### src/design/rofr_pkg.sv
package rofr_pkg;

   localparam int MaxSide  = 256;
   localparam int IdxW     = $clog2(MaxSide);
   localparam int SideW    = IdxW + 1;
   localparam int AddrW    = 2 * IdxW;
   localparam int CharW    = 8;
   localparam int TypeW    = 8;
   localparam int FixW     = 18;
   localparam int FracW    = 8;
   localparam int CoordW   = FixW + 2;
   localparam int CmdW     = 2;
   localparam int CsrDataW = 32;
   localparam int CsrAddrW = 4;
   localparam int CsrIdxW  = 2;

   localparam logic [TypeW-1:0] TYPE_FILLED  = 8'd82;
   localparam logic [TypeW-1:0] TYPE_OUTLINE = 8'd114;

   localparam logic [SideW-1:0] DIM_RESET = SideW'(MaxSide);
   localparam logic [CharW-1:0] BG_RESET  = 8'd32;

   localparam logic [CsrIdxW-1:0] REG_CANVAS_WIDTH  = 2'd0;
   localparam logic [CsrIdxW-1:0] REG_CANVAS_HEIGHT = 2'd1;
   localparam logic [CsrIdxW-1:0] REG_BACKGROUND    = 2'd2;

   typedef enum logic [CmdW-1:0] {
      CMD_CLEAR = 2'd0,
      CMD_DRAW  = 2'd1,
      CMD_READ  = 2'd2,
      CMD_NOP   = 2'd3
   } cmd_type;

   typedef struct packed {
      logic [SideW-1:0] width;
      logic [SideW-1:0] height;
      logic [CharW-1:0] background;
   } cfg_type;

   typedef struct packed {
      logic hit;
      logic band;
   } band_type;

   typedef struct packed {
      logic             en;
      logic [AddrW-1:0] addr;
      logic [CharW-1:0] data;
   } canvas_wr_type;

endpackage

### src/design/rofr_band_unit.sv
module rofr_band_unit (
   input  logic signed [rofr_pkg::CoordW-1:0] point,
   input  logic signed [rofr_pkg::CoordW-1:0] lo,
   input  logic signed [rofr_pkg::CoordW-1:0] hi,
   output rofr_pkg::band_type                 result
);
   import rofr_pkg::*;

   localparam logic signed [CoordW-1:0] OneQ = CoordW'(1 << FracW);

   logic signed [CoordW-1:0] from_lo;
   logic signed [CoordW-1:0] to_hi;

   assign from_lo     = point - lo;
   assign to_hi       = hi - point;
   assign result.hit  = (point >= lo) && (point <= hi);
   assign result.band = (from_lo < OneQ) || (to_hi < OneQ);

endmodule

### config.mk
export PLATFORM = sky130hd
export DESIGN_NAME = rofr_band_unit
export DESIGN_NICKNAME = d
export VERILOG_FILES = /design/src/design/rofr_pkg.sv /design/src/design/rofr_band_unit.sv
export SDC_FILE = /design/constraint.sdc
export NUM_CORES = 1
export LEC_CHECK = 0
export BUFFER_PORTS_ARGS = -buffer_cell sky130_fd_sc_hd__buf_2
export CORE_ASPECT_RATIO = 0.5
export CORE_MARGIN = 4
export CORE_UTILIZATION = 48
export DETAILED_ROUTE_END_ITERATION = 12
export PLACE_DENSITY = 0.81
export SLEW_MARGIN = 20
export SYNTH_ARGS = -nofsm -noshare
export SYNTH_HDL_FRONTEND = slang
export SYNTH_SLANG_ARGS = --single-unit
### constraint.sdc
create_clock -name vclk -period 2.6
set_input_delay 0.39 -clock vclk [all_inputs]
set_output_delay 0.39 -clock vclk [all_outputs]
set_load 0.02 [all_outputs]
==> reports/results.ini <==
[status]
status = finished, violations left
violations = setup timing

[die]
rows = 15
fp.dieH_um = 50.34
die_w_um = 92.67
ios = 62
die-area_um2 = 4664
initial_utilization = 0.5009
core_um2 = 3435

[worst_setup_path]
critPathTopFamily = compound AO/OA/AOI/OAI gates
startpoint_type = input port
crit_start = point[9]
worstPathCellList = buf_2 > inv_1 > ha_1 > a21oi_2 > o21a_2 > or3b_1 > o21ai_1 > o211ai_1 > a211oi_1 > nand4_1 > nand4_1 > buf_4
endpoint = result[0]
path_common_cell = nand4_1
cp_max_fo = 2
critPathKind = input port to output pin
crit_arrival_ps = 2530
crit_buf_inv = 3
cp_slowest_cell = or3b_1
max_stage_delay_ps = 390
cp.depth = 12
cp_data_required_time_ps = 2210
crit_path_end_kind = output pin

[global_route]
grt_max_degree = 7
grt_pass1_vias = 2168
grt_pass1_wl_um = 9308
grt_use_total = 0.2359
antenna_found_initial = 0
grt.overflow.total = 0

[sta]
tightest_slew_ps = 410.6
finalHoldViolCount = 0
setup_slack_ps = -321.0
post-route-period-util = 1.123
slew_headroom = 0.7237
post-route-min-period_ps = 2921
fmax_ghz = 0.3424
slew_viol_final = 0
setup_violations = 2
grt_setup_unrepaired = yes

[route]
drt_iter0_drc = 143
drt_wl_total_um = 5934
drtPass1Iterations = 4
met1_length_um = 2718
routed.top_layer = met4
wl_met2_um = 2866
ant_nets = 0
drcViolationCount = 0
vias = 2262
wl_met3_um = 272
routed_via_density = 5.477
wl_per_cell_um = 14.37

[cells_and_area]
drive_above_1_share = 0.4116
area_delta_synth_final_pct = 55.42
nets = 464
nClkBuffers = 0
design.seq.count = 0
finish.utilization = 0.7785
diodes = 0
register_area_um2 = 0

[logic_synthesis]
syn_area_um2 = 1720
yosysWarnings = 0
ys_top_cells_by_count = inv_1, ha_1, a21oi_1
synthCells = 254
synth_area_leaders = ha_1, inv_1, a21oi_1, nand2_1, nand4_1
syn_nets = 354
synth.avg_cell_area_um2 = 6.773
yosysSeqAreaShare = 0
synth_cell_type_count = 48
synth_most_common_cell = inv_1
synth_top_area_cell = ha_1
synth.top_cell.area_share = 0.2909

[power]
peakVddDrop_v = 0.00009620
swShare = 0.5028
pwr-share-comb = 1.000
seqPwrFrac = 0
cellPowerDensity_nw_per_um2 = 219.6
leakage_nw = 1.416
p_switching_uw = 295.2
p_int_uw = 291.9
power.share.clock = 0

[hold_path]
hp-class = input port to output pin
hp-start = hi[19]

[placement]
place.gp.congestion = 0.9203
hpwl_um = 4730
io_buffers = 62
pre_cts_slack_ps = -362.7

[job]
drv_cap = 0

[clock_network]
postCtsHoldBufs = 0

power groups by stage:
stage,combinational (mW),sequential [mW],clock [mW]
6_report,0.587,0,0
5_1_grt,0.642,0,0
4_1_cts,0.540,0,0
3_5_place_dp,0.510,0,0
3_3_place_gp,0.490,0,0
2_1_floorplan,0.302,0,0
cell type report:
cell class,count,area (um2)
tap,51,63.81
multi-input combinational,205,1747
timing repair buffer,108,676.9
inverter,49,186.4
fill,239,760.7
logic make-up after synthesis:
logic type | after synthesis | share of synthesized area
AOI/OAI and AO/OA | 77 | 0.3149
and+or+nand+nor | 75 | 0.2160
buffers and inverters | 49 | 0.1069
adders and majority gates | 40 | 0.2909
xor gates and xnor gates | 7 | 0.03564
muxes | 6 | 0.03564
through the flow:
| step | hold slack [ps] | cells | area (um2) | setup TNS [ps] | power, mW |
|---|---|---|---|---|---|
| 3_3_place_gp | 1363 | 411 | 2442 | -498.7 | 0.4899 |
| 3_5_place_dp | 1360 | 411 | 2442 | -655.0 | 0.5101 |
| 4_1_cts | 1346 | 412 | 2544 | -393.3 | 0.5399 |
| 2_1_floorplan | 1178 | 254 | 1738 | 0 | 0.3018 |
| 6_report | 1360 | 413 | 2674 | -584.1 | 0.5870 |
| 5_1_grt | 1422 | 413 | 2674 | -763.7 | 0.6418 |
placed cells by master, fill, tap and decap left out, types with 5 or more instances in the layout:
master and instances:
xor2_1 6, ha_1 29, nor2_1 16, nand2b_1 5, ha_4 9, nand2_1 19
a211oi_1 6, a21o_1 5, nand3_1 5, nand4_1 11, a21oi_1 15, o21ai_0 8
mux2i_1 5, buf_4 48, buf_2 58, inv_1 45, a21oi_2 6
worst min path at each step:
stage | end | cells past startpoint
after CTS | result[0] | 5
after detailed placement | result[0] | 5
after global routing | result[0] | 5
after floorplan | result[1] | 4
after global placement | result[0] | 5
final | result[0] | 5
metal layers:
| layer | up-vias | global-route usage |
|---|---|---|
| met5 | - | 0 |
| met1 | 1025 | 0.3067 |
| li1 | 1142 | - |
| met2 | 83 | 0.4538 |
| met3 | 12 | 0.007485 |
| met4 | 0 | 0.01946 |
repair_timing:
item / CTS / global route
pin swaps: 8 / 5
buffers inserted: 1 / 1
setup endpoints to repair: 2 / 2
resized for setup: 20 / 24
Power figures use the tool's default switching activity.
