### config.mk
export PLATFORM = sky130hd
export DESIGN_NAME = rofr_csr
export DESIGN_NICKNAME = d
export VERILOG_FILES = /design/src/design/rofr_pkg.sv /design/src/design/rofr_csr.sv
export SDC_FILE = /design/constraint.sdc
export NUM_CORES = 1
export LEC_CHECK = 0
export BUFFER_PORTS_ARGS = -buffer_cell sky130_fd_sc_hd__buf_2
export CAP_MARGIN = 5
export CORE_MARGIN = 2
export CORE_UTILIZATION = 41
export DETAILED_ROUTE_END_ITERATION = 7
export GPL_TIMING_DRIVEN = 0
export PLACE_DENSITY_LB_ADDON = 0.25
export RECOVER_POWER = 100
export SLEW_MARGIN = 20
export SYNTH_ARGS = -nofsm -noshare
export SYNTH_HDL_FRONTEND = slang
export SYNTH_SLANG_ARGS = --single-unit
export TNS_END_PERCENT = 30
### constraint.sdc
create_clock -name clock -period 1.1 [get_ports clock]
set_input_delay 0.11 -clock clock [delete_from_list [all_inputs] [get_ports clock]]
set_output_delay 0.11 -clock clock [all_outputs]
set_load 0.05 [all_outputs]
### src/design/rofr_pkg.sv
package rofr_pkg;

   localparam int MaxSide  = 256;
   localparam int IdxW     = $clog2(MaxSide);
   localparam int SideW    = IdxW + 1;
   localparam int AddrW    = 2 * IdxW;
   localparam int CharW    = 8;
   localparam int TypeW    = 8;
   localparam int FixW     = 18;
   localparam int FracW    = 8;
   localparam int CoordW   = FixW + 2;
   localparam int CmdW     = 2;
   localparam int CsrDataW = 32;
   localparam int CsrAddrW = 4;
   localparam int CsrIdxW  = 2;

   localparam logic [TypeW-1:0] TYPE_FILLED  = 8'd82;
   localparam logic [TypeW-1:0] TYPE_OUTLINE = 8'd114;

   localparam logic [SideW-1:0] DIM_RESET = SideW'(MaxSide);
   localparam logic [CharW-1:0] BG_RESET  = 8'd32;

   localparam logic [CsrIdxW-1:0] REG_CANVAS_WIDTH  = 2'd0;
   localparam logic [CsrIdxW-1:0] REG_CANVAS_HEIGHT = 2'd1;
   localparam logic [CsrIdxW-1:0] REG_BACKGROUND    = 2'd2;

   typedef enum logic [CmdW-1:0] {
      CMD_CLEAR = 2'd0,
      CMD_DRAW  = 2'd1,
      CMD_READ  = 2'd2,
      CMD_NOP   = 2'd3
   } cmd_type;

   typedef struct packed {
      logic [SideW-1:0] width;
      logic [SideW-1:0] height;
      logic [CharW-1:0] background;
   } cfg_type;

   typedef struct packed {
      logic hit;
      logic band;
   } band_type;

   typedef struct packed {
      logic             en;
      logic [AddrW-1:0] addr;
      logic [CharW-1:0] data;
   } canvas_wr_type;

endpackage

### src/design/rofr_csr.sv
module rofr_csr (
   input  logic                            clock,
   input  logic                            reset,
   input  logic                            psel,
   input  logic                            penable,
   input  logic                            pwrite,
   input  logic [rofr_pkg::CsrAddrW-1:0]   paddr,
   input  logic [rofr_pkg::CsrDataW-1:0]   pwdata,
   output logic [rofr_pkg::CsrDataW-1:0]   prdata,
   output rofr_pkg::cfg_type               cfg
);
   import rofr_pkg::*;

   logic [SideW-1:0]   width_ff;
   logic [SideW-1:0]   height_ff;
   logic [CharW-1:0]   bg_ff;
   logic [CsrIdxW-1:0] idx;
   logic               wr_en;

   assign idx   = paddr[CsrAddrW-1:2];
   assign wr_en = psel && penable && pwrite;

   always_ff @(posedge clock) begin
      if (reset) begin
         width_ff  <= DIM_RESET;
         height_ff <= DIM_RESET;
         bg_ff     <= BG_RESET;
      end else if (wr_en) begin
         if (idx == REG_CANVAS_WIDTH) begin
            width_ff <= pwdata[SideW-1:0];
         end
         if (idx == REG_CANVAS_HEIGHT) begin
            height_ff <= pwdata[SideW-1:0];
         end
         if (idx == REG_BACKGROUND) begin
            bg_ff <= pwdata[CharW-1:0];
         end
      end
   end

   always_comb begin
      unique case (idx)
         REG_CANVAS_WIDTH:  prdata = CsrDataW'(width_ff);
         REG_CANVAS_HEIGHT: prdata = CsrDataW'(height_ff);
         REG_BACKGROUND:    prdata = CsrDataW'(bg_ff);
         default:           prdata = '0;
      endcase
   end

   assign cfg.width      = width_ff;
   assign cfg.height     = height_ff;
   assign cfg.background = bg_ff;

endmodule

==> results of run 1 <==
==> tightest hold or removal path, stage by stage <==
cell,delay (ns)
sky130_fd_sc_hd__buf_2,0.08
sky130_fd_sc_hd__nor2_1,0.04
sky130_fd_sc_hd__mux2i_1,0.11
==> registers in the layout, summed over array words and instances (netlist names) <==
signal and cells:
height_ff 9, width_ff 9, bg_ff 8
==> worst max-delay path by stage <==
stage | endpoint | slack, ns | depth (start not counted)
final | prdata[6] | -0.14 | 3
after global routing | prdata[6] | -0.16 | 3
after CTS | prdata[4] | -0.14 | 3
after detailed placement | width_ff[8] | -0.28 | 4
after global placement | width_ff[7] | -0.29 | 4
after floorplan | prdata[0] | -0.20 | 2
==> routing by layer <==
| layer | up-vias | GRT usage |
|---|---|---|
| li1 | 627 | - |
| met1 | 584 | 0.232 |
| met2 | 57 | 0.319 |
| met3 | 6 | 0.0370 |
| met4 | 0 | 0.0489 |
| met5 | - | 0 |
==> cell families after synthesis <==
family,after synthesis,synth area share
simple gates,51,0.226
flops,26,0.353
compound gates,8,0.0271
other cells,1,0.00254
mux,35,0.237
buf+inv,32,0.154
==> cells in the mapped netlist <==
| library cell | n |
|---|---|
| sky130_fd_sc_hd__clkbuf_1 | 4 |
| sky130_fd_sc_hd__nand2b_1 | 18 |
| sky130_fd_sc_hd__dfxtp_1 | 26 |
| sky130_fd_sc_hd__buf_6 | 2 |
| sky130_fd_sc_hd__buf_2 | 2 |
| sky130_fd_sc_hd__nor2b_1 | 1 |
| sky130_fd_sc_hd__o21ai_0 | 8 |
| sky130_fd_sc_hd__or2b_1 | 2 |
| sky130_fd_sc_hd__or2b_2 | 11 |
| sky130_fd_sc_hd__mux2i_1 | 35 |
| sky130_fd_sc_hd__nand4_4 | 1 |
| sky130_fd_sc_hd__nor3_1 | 1 |
| sky130_fd_sc_hd__conb_1 | 1 |
| sky130_fd_sc_hd__nor2_1 | 6 |
| sky130_fd_sc_hd__nand2_1 | 8 |
| sky130_fd_sc_hd__nand3_2 | 1 |
| sky130_fd_sc_hd__nor3b_1 | 1 |
| sky130_fd_sc_hd__or3_1 | 1 |
| sky130_fd_sc_hd__buf_4 | 24 |
==> final cells by class <==
| cell class | instances | area, um2 | share of cell area |
|---|---|---|---|
| Buffer | 32 | 233 | 0.0976 |
| Clock buffer | 4 | 36.3 | 0.0152 |
| Multi-Input combinational cell | 117 | 1010 | 0.422 |
| Sequential cell | 26 | 561 | 0.235 |
| Tap cell | 46 | 57.6 | 0.0241 |
| Timing Repair Buffer | 57 | 490 | 0.206 |
==> repair_timing <==
item	4_1_cts	5_1_grt
gates resized for setup	53	53
pin swaps	0	1
cloned	0	0
buffers inserted	6	2
setup endpoints to repair	12	35
==> power by group <==
| part | internal [W] | switching, W | total [W] |
|---|---|---|---|
| registers | 0.000940 | 0.0000133 | 0.000953 |
| logic | 0.000190 | 0.000373 | 0.000563 |
| clock network | 0.000203 | 0.000297 | 0.000500 |
| total | 0.00133 | 0.000683 | 0.00202 |
==> per-stage QoR <==
step           cells  instance area [um2]  power (W)  hold WS [ns]  setup slack, ns
2_1_floorplan    175                 1660    0.00141         0.271           -0.198
3_3_place_gp     270                 1970    0.00149         0.375           -0.287
3_5_place_dp     270                 1970    0.00149         0.397           -0.280
4_1_cts          280                 2210    0.00200        0.0574           -0.137
5_1_grt          282                 2380    0.00208        0.0440           -0.165
6_report         282                 2380    0.00202        0.0544           -0.138
==> flow_results.org, run 1 <==
** Floorplan
- The die is 64.0 um tall.
- # rows :: 21
- Placeable core region :: 0.00339 mm2
- Initial cell density of the core :: 0.435
- Die W :: 64.0 um
- Ports :: 99
- Area of the die :: 0.00409 mm2

** Clocking
- Clock network latency to the later pin of the worst-skew pair :: 0.33 ns
- CTS sink cnt :: 26
- In this run, post-CTS hold repair placed 0 buffers.
- Clock tree synthesis selected as its root buffer the cell sky130_fd_sc_hd__clkbuf_4.
- CTS built an H-tree with a depth of 1.
- Number of buffers added by the clock tree synthesis step :: 3
- Clock transition at path regs :: 0.15 ns
- Maximum root-to-sink buffer count :: 2
- TritonCTS clock tree :: built

** Route
- Number of routed nets with antenna violations :: 0
- The routed design uses 1880 um of met2 wire.
- After detailed routing, no signal wire sits above met4.
- After detailed routing, the total wire length is 3780 um.
- Met3 wire len :: 291 um
- The first TritonRoute pass finished after 4 iterations.
- WL per Instance :: 13.4 um
- DRC violation count after routing :: 0
- Using the TritonRoute via totals, the vias-per-cell ratio works out to 4.52.
- For this block, the initial DRC count from the detailed router was 29.
- Total via count in the routed design :: 1,274
- Sum of routed wire segments on met1 :: 1570 um

** Run
- Across the run, the number of max-cap violations was 0.

** Outcome
- Result of the run :: finished, violations left
- The final reports fail on setup timing.

** Global routing
- Entering global routing, the biggest net connects 15 pins.
- Total routing resource utilization after global routing :: 0.184
- The number of global-route vias before repair came to 1,185.
- The initial antenna violation count is 0.
- Grt total ovfl :: 0
- Wire length of the first global-routing pass :: 5930 um

** Synth
- sky130_fd_sc_hd__dfxtp_1 takes more of the synthesized area than any other cell.
- Synthesis produced 153 cells.
- Count of yosys warnings during synthesis :: 0
- Synth Cell Area :: 0.00148 mm2
- Portion of synthesized cell area occupied by the leading cell type :: 0.353
- Leading post-synthesis cells by cell area :: sky130_fd_sc_hd__dfxtp_1 35%, sky130_fd_sc_hd__mux2i_1 24%, sky130_fd_sc_hd__buf_4 12%, sky130_fd_sc_hd__nand2b_1 7.6%, sky130_fd_sc_hd__or2b_2 6.5%
- Counting flops and latches in the post-synthesis netlist gives 26.
- Avg Cell Area, Syn :: 9.64 um2
- Part of the Yosys area used for sequential elements :: 0.353
- Yosys cell types :: 19

** Finish
- The repair_antennas step left the layout with diodes totalling 0.
- Area Overhead vs Synth :: 61.6%
- The filler cells instantiated in the layout total 267.
- Core occupancy in the finished layout :: 0.703
- The library cell used most frequently in the layout, excluding fill and tap cells, is sky130_fd_sc_hd__buf_4.
- Commonest cells after routing, fill and taps aside :: 32 x sky130_fd_sc_hd__buf_4, 26 x sky130_fd_sc_hd__mux2i_1, 23 x sky130_fd_sc_hd__conb_1
- For this run, the post-layout net count is 278.
- Share of cells above drive strength 1 :: 0.581

** Setup path
- Data required time of the critical path :: 0.99 ns
- Ordered list of cells on the worst path :: mux2i_4 -> o21ai_4 -> buf_6
- Crit Reg-Reg Startpoint :: width_ff[6]
- Highest cell delay on the worst timing path :: 0.38 ns
- Number of cells traversed by the worst register-to-register path :: 3
- Arr. time, crit path :: 1.13 ns
- Setup slack on the worst flop-to-flop path :: 0.13 ns
- The worst setup path is launched from a flip-flop.
- The setup path with the least slack is of type flip-flop to output pin.
- STA classifies the critical path endpoint as an output pin.
- The endpoint identified for the worst register-to-register timing path is width_ff[6].
- The slowest stage of the critical path is the sky130_fd_sc_hd__dfxtp_2 cell.
- Tracing the worst setup path back leads to its startpoint at width_ff[6].
- Together, buffers and inverters on the worst path number 1.
- Critical Path Fanout Max :: 2
- In this design, the largest share of critical-path delay is due to flip-flops.

** Timing
- Final worst setup slack :: -0.138 ns
- F_max :: 808 MHz
- Setup violations remaining at the end of the flow were counted as 9.
- Final period utilization :: 1.13
- Pin slew with the least headroom to its limit :: 0.583 ns
- Hold Fails Final Rpt :: 0
- After layout, the minimum clock period comes to 1.24 ns.
- Number of max-slew violations in the final report :: 0
- Setup repair after global routing missed its margin :: true
- The worst pin sits at a relative slew slack of 0.611.
- Post-route setup TNS :: -1.03 ns
- Setup clock skew after layout :: 0 ns

** Min path
- The path with the worst hold slack has its endpoint at bg_ff[5].
- Class of the worst hold path :: input port to flip-flop
- The worst hold path begins at pwdata[5].
- The worst hold path was traced through 3 stages.

** Placed design
- Dpl hpwl :: 2450 um
- The congestion estimate from routability-driven global placement came to 0.659.
- Input and output buffers added on the ports amount to 49.

** Pwr
- Worst ir drop on vdd :: 0.542 mV
- Leakage power :: 1.10 nW
- Power density cells :: 846 mW/mm2
(Power assumes the default switching activity.)
==> run 2: changes to the inputs <==
--- a/config.mk
+++ b/config.mk
@@ -7,8 +7,9 @@
 export LEC_CHECK = 0
 export BUFFER_PORTS_ARGS = -buffer_cell sky130_fd_sc_hd__buf_2
 export CAP_MARGIN = 5
-export CORE_MARGIN = 2
-export CORE_UTILIZATION = 41
+export CELL_PAD_IN_SITES_DETAIL_PLACEMENT = 1
+export CELL_PAD_IN_SITES_GLOBAL_PLACEMENT = 2
+export CORE_UTILIZATION = 22
 export DETAILED_ROUTE_END_ITERATION = 7
 export GPL_TIMING_DRIVEN = 0
 export PLACE_DENSITY_LB_ADDON = 0.25
==> constraint.sdc (replaced) <==
create_clock -name clock -period 1.31 [get_ports clock]
set_input_delay 0.131 -clock clock [delete_from_list [all_inputs] [get_ports clock]]
set_output_delay 0.131 -clock clock [all_outputs]
set_load 0.05 [all_outputs]
==> run 2 against run 1 <==
Combinational power is 23% lower. Clock skew stayed put. Critical endpoint is now prdata[5]. Flip-flop and latch count stayed put. Sequential share of layout area is 1.5 points higher. The run ends with DRC left. Critical path depth stayed put. Die area is 72% higher. Register-to-register slack better by 0.30 ns. First-iteration DRC count is 3.4% lower. Cell area is 13% lower. Critical path type unchanged.
==> flow_results.org, run 2 (synthesis gave the netlist of run 1 again) <==
** Finish
- Post-layout instance area :: 0.00208 mm2 (-13%)
- Leaving out fill and tap cells, the most frequent cell in the layout is sky130_fd_sc_hd__mux2i_1.
- Final nets :: 270 (-2.9%)
- The area growth from synthesis to layout is 41.1%.
- Ant diodes :: 0 (unchanged)
- Filler cell count in the final layout :: 763 (+190%)
- Share of cells above drive strength 1 :: 0.461 (-0.120)
- The number of non-filler instances in the completed layout came to 305 (+8.2%).
- In the layout the commonest cells are 33 x sky130_fd_sc_hd__mux2i_1, 30 x sky130_fd_sc_hd__buf_4, 29 x sky130_fd_sc_hd__clkbuf_2.
- The largest registers in the layout are height_ff: 9 flops, width_ff: 9 flops, bg_ff: 8 flops.

** Global routing
- The initial antenna violation count was 0 (unchanged).
- The total overflow reported by the global router is 0 (unchanged).
- The total track usage was 0.120 (-0.0649).
- The global-route wire length before repair came to 6550 um (+10%).
- Pin count of the biggest net entering global routing :: 16 (+1)
- The number of global-route vias before repair came to 1,224 (+3.3%).

** Setup path
- Data required time of the critical path :: 1.18 ns (+0.19 ns)
- Kind of end point of the critical path :: output pin
- STA classifies the critical path startpoint as a flip-flop.
- Crit Path Category :: flip-flop to output pin
- Arr. time, crit path :: 1.12 ns (about the same)
- Critical Path Fanout Max :: 3 (+1)

** Route
- Detailed router's first-iteration violation count :: 28 (-3.4%)
- Number of routed nets with antenna violations :: 0 (unchanged)
- The number of optimization iterations in the first detailed-route pass was 8 (+4).
- WL per Instance :: 13.2 um (-1.5%)
- Top layer in use :: met4
- The wire length the detailed router placed on met1 came to 1920 um (+22%).
- The wire length on met2 is 1890 um (+0.69%).
- The post-route DRC violation count is 7 (+7).
- The total length of routed met3 wires came to 193 um (-34%).
- Ratio of routed vias to standard cells :: 3.94 (-13%)
- The total via count after detailed routing is 1,201 (-5.7%).
- The total wire length came to 4030 um (+6.5%).

** Timing
- The smallest clock period supported by the final layout is computed as 1.25 ns.
- Hold Fails Final Rpt :: 0 (unchanged)
- F_max :: 797 MHz
- Pin slew with the least headroom to its limit :: 0.549 ns (-0.0342 ns)
- Number of setup violations in the final report :: 0 (-9)
- Max-slew headroom at the worst pin :: 0.634 (+0.0228)
- The tightest hold margin is 0.122 ns (+0.0673 ns).
- The worst setup skew after layout came to 0 ns (unchanged).
- The total count of max-transition violations in the final report is 0 (unchanged).
- Setup repair after global routing missed its margin :: false
- Dividing the final minimum period by the clock period gives 0.958.

** Placed design
- Routability-driven placement congestion ratio :: 0.696 (+5.7%)
- The placed standard-cell area came to 0.00199 mm2 (+1.4%).
- Placed insts :: 301 (+11%)
- Dpl hpwl :: 2980 um (+22%)
- PortBufs :: 49 (unchanged)

** Pwr
- Worst ir drop on vdd :: 0.384 mV (-29%)
- Power density cells :: 927 mW/mm2 (+9.6%)
- The cell leakage power was 1.03 nW (-6.3%).

** Min path
- Class of the worst hold path :: input port to flip-flop

** Floorplan
- Area of the die :: 0.00704 mm2 (+72%)
- Die W :: 83.9 um (+31%)
- The number of core rows was 29 (+38%).
- Placeable core region :: 0.00642 mm2 (+89%)
- Initial cell density of the core :: 0.230 (-0.206)
- Die span in y :: 83.9 um (+31%)
- Ports :: 99 (unchanged)

** Clocking
- The insertion delay of the later-clocked pin in the worst-skew pair came to 0.27 ns (-0.06 ns).
- The H-tree depth is 1 (unchanged).
- Clock transition at path regs :: 0.10 ns (-0.05 ns)
- The count of clock tree sinks is 26 (unchanged).
- Number of buffers added by the clock tree synthesis step :: 3 (unchanged)
- Buffer type at the clock tree root :: sky130_fd_sc_hd__clkbuf_8
- TritonCTS clock tree :: built
- The maximum root-to-sink buffer count was 2 (unchanged).
- The count of buffers added by post-CTS timing repair for setup was 0 (-6).

** Outcome
- Result of the run :: finished, violations left
- Failing checks :: DRC

** Run
- Max-cap violations :: 0 (unchanged)
==> run 2: changes by cell type in the layout (fill, tap and decap cells not counted), sizes merged <==
cell,delta
bufinv,+1
clkbuf,+14
buf,-23
==> run 2: metrics by stage <==
step | total power, W | util | TNS, ns | setup WS [ns]
final | 0.00193 | 0.324 | 0 | 0.0555
after global routing | 0.00200 | 0.324 | 0 | 0.00158
after CTS | 0.00196 | 0.325 | 0 | 0.00179
after detailed placement | 0.00126 | 0.311 | -0.482 | -0.117
after global placement | 0.00126 | 0.310 | -4.79 | -0.537
after floorplan | 0.00118 | - | -0.181 | -0.0557
==> run 2: area by class of cell <==
class	instances	area (um2)	area share
clock buffer	3	41.3	0.0198
sequential	26	522	0.251
multi-input combinational	117	896	0.430
timing repair buffer	49	274	0.132
buffer	32	223	0.107
tap	77	96.3	0.0463
clock inverter	1	30.0	0.0144
==> run 2: final timing paths <==
kind                start            to  slack [ns]  depth (start not counted)
max          height_ff[5]     prdata[5]        0.06                          3
min reg2reg  height_ff[1]  height_ff[1]        0.49                          2
max reg2reg   width_ff[2]   width_ff[2]        0.43                          2
min             pwdata[8]  height_ff[8]        0.12                          3
==> run 2: timing repair <==
| action | CTS | global route |
|---|---|---|
| setup endpoints to repair | 8 | 6 |
| hold buffers | 0 | 0 |
| resized for setup | 8 | 9 |
==> run 2: where the power goes <==
part	internal (W)	switching, W
clock network	0.000409	0.000280
logic	0.000129	0.000302
registers	0.000800	0.00000855
==> run 2: critical path, stage by stage, from the launching register on <==
cell	delay [ns]
sky130_fd_sc_hd__dfxtp_1	0.34
sky130_fd_sc_hd__mux2i_1	0.24
sky130_fd_sc_hd__o21ai_4	0.06
sky130_fd_sc_hd__buf_4	0.20
==> run 2: per-layer routing <==
metal | vias up | global-route usage
li1 | 608 | -
met1 | 556 | 0.159
met2 | 35 | 0.192
met3 | 2 | 0.0218
met4 | 0 | 0.0423
met5 | - | 0
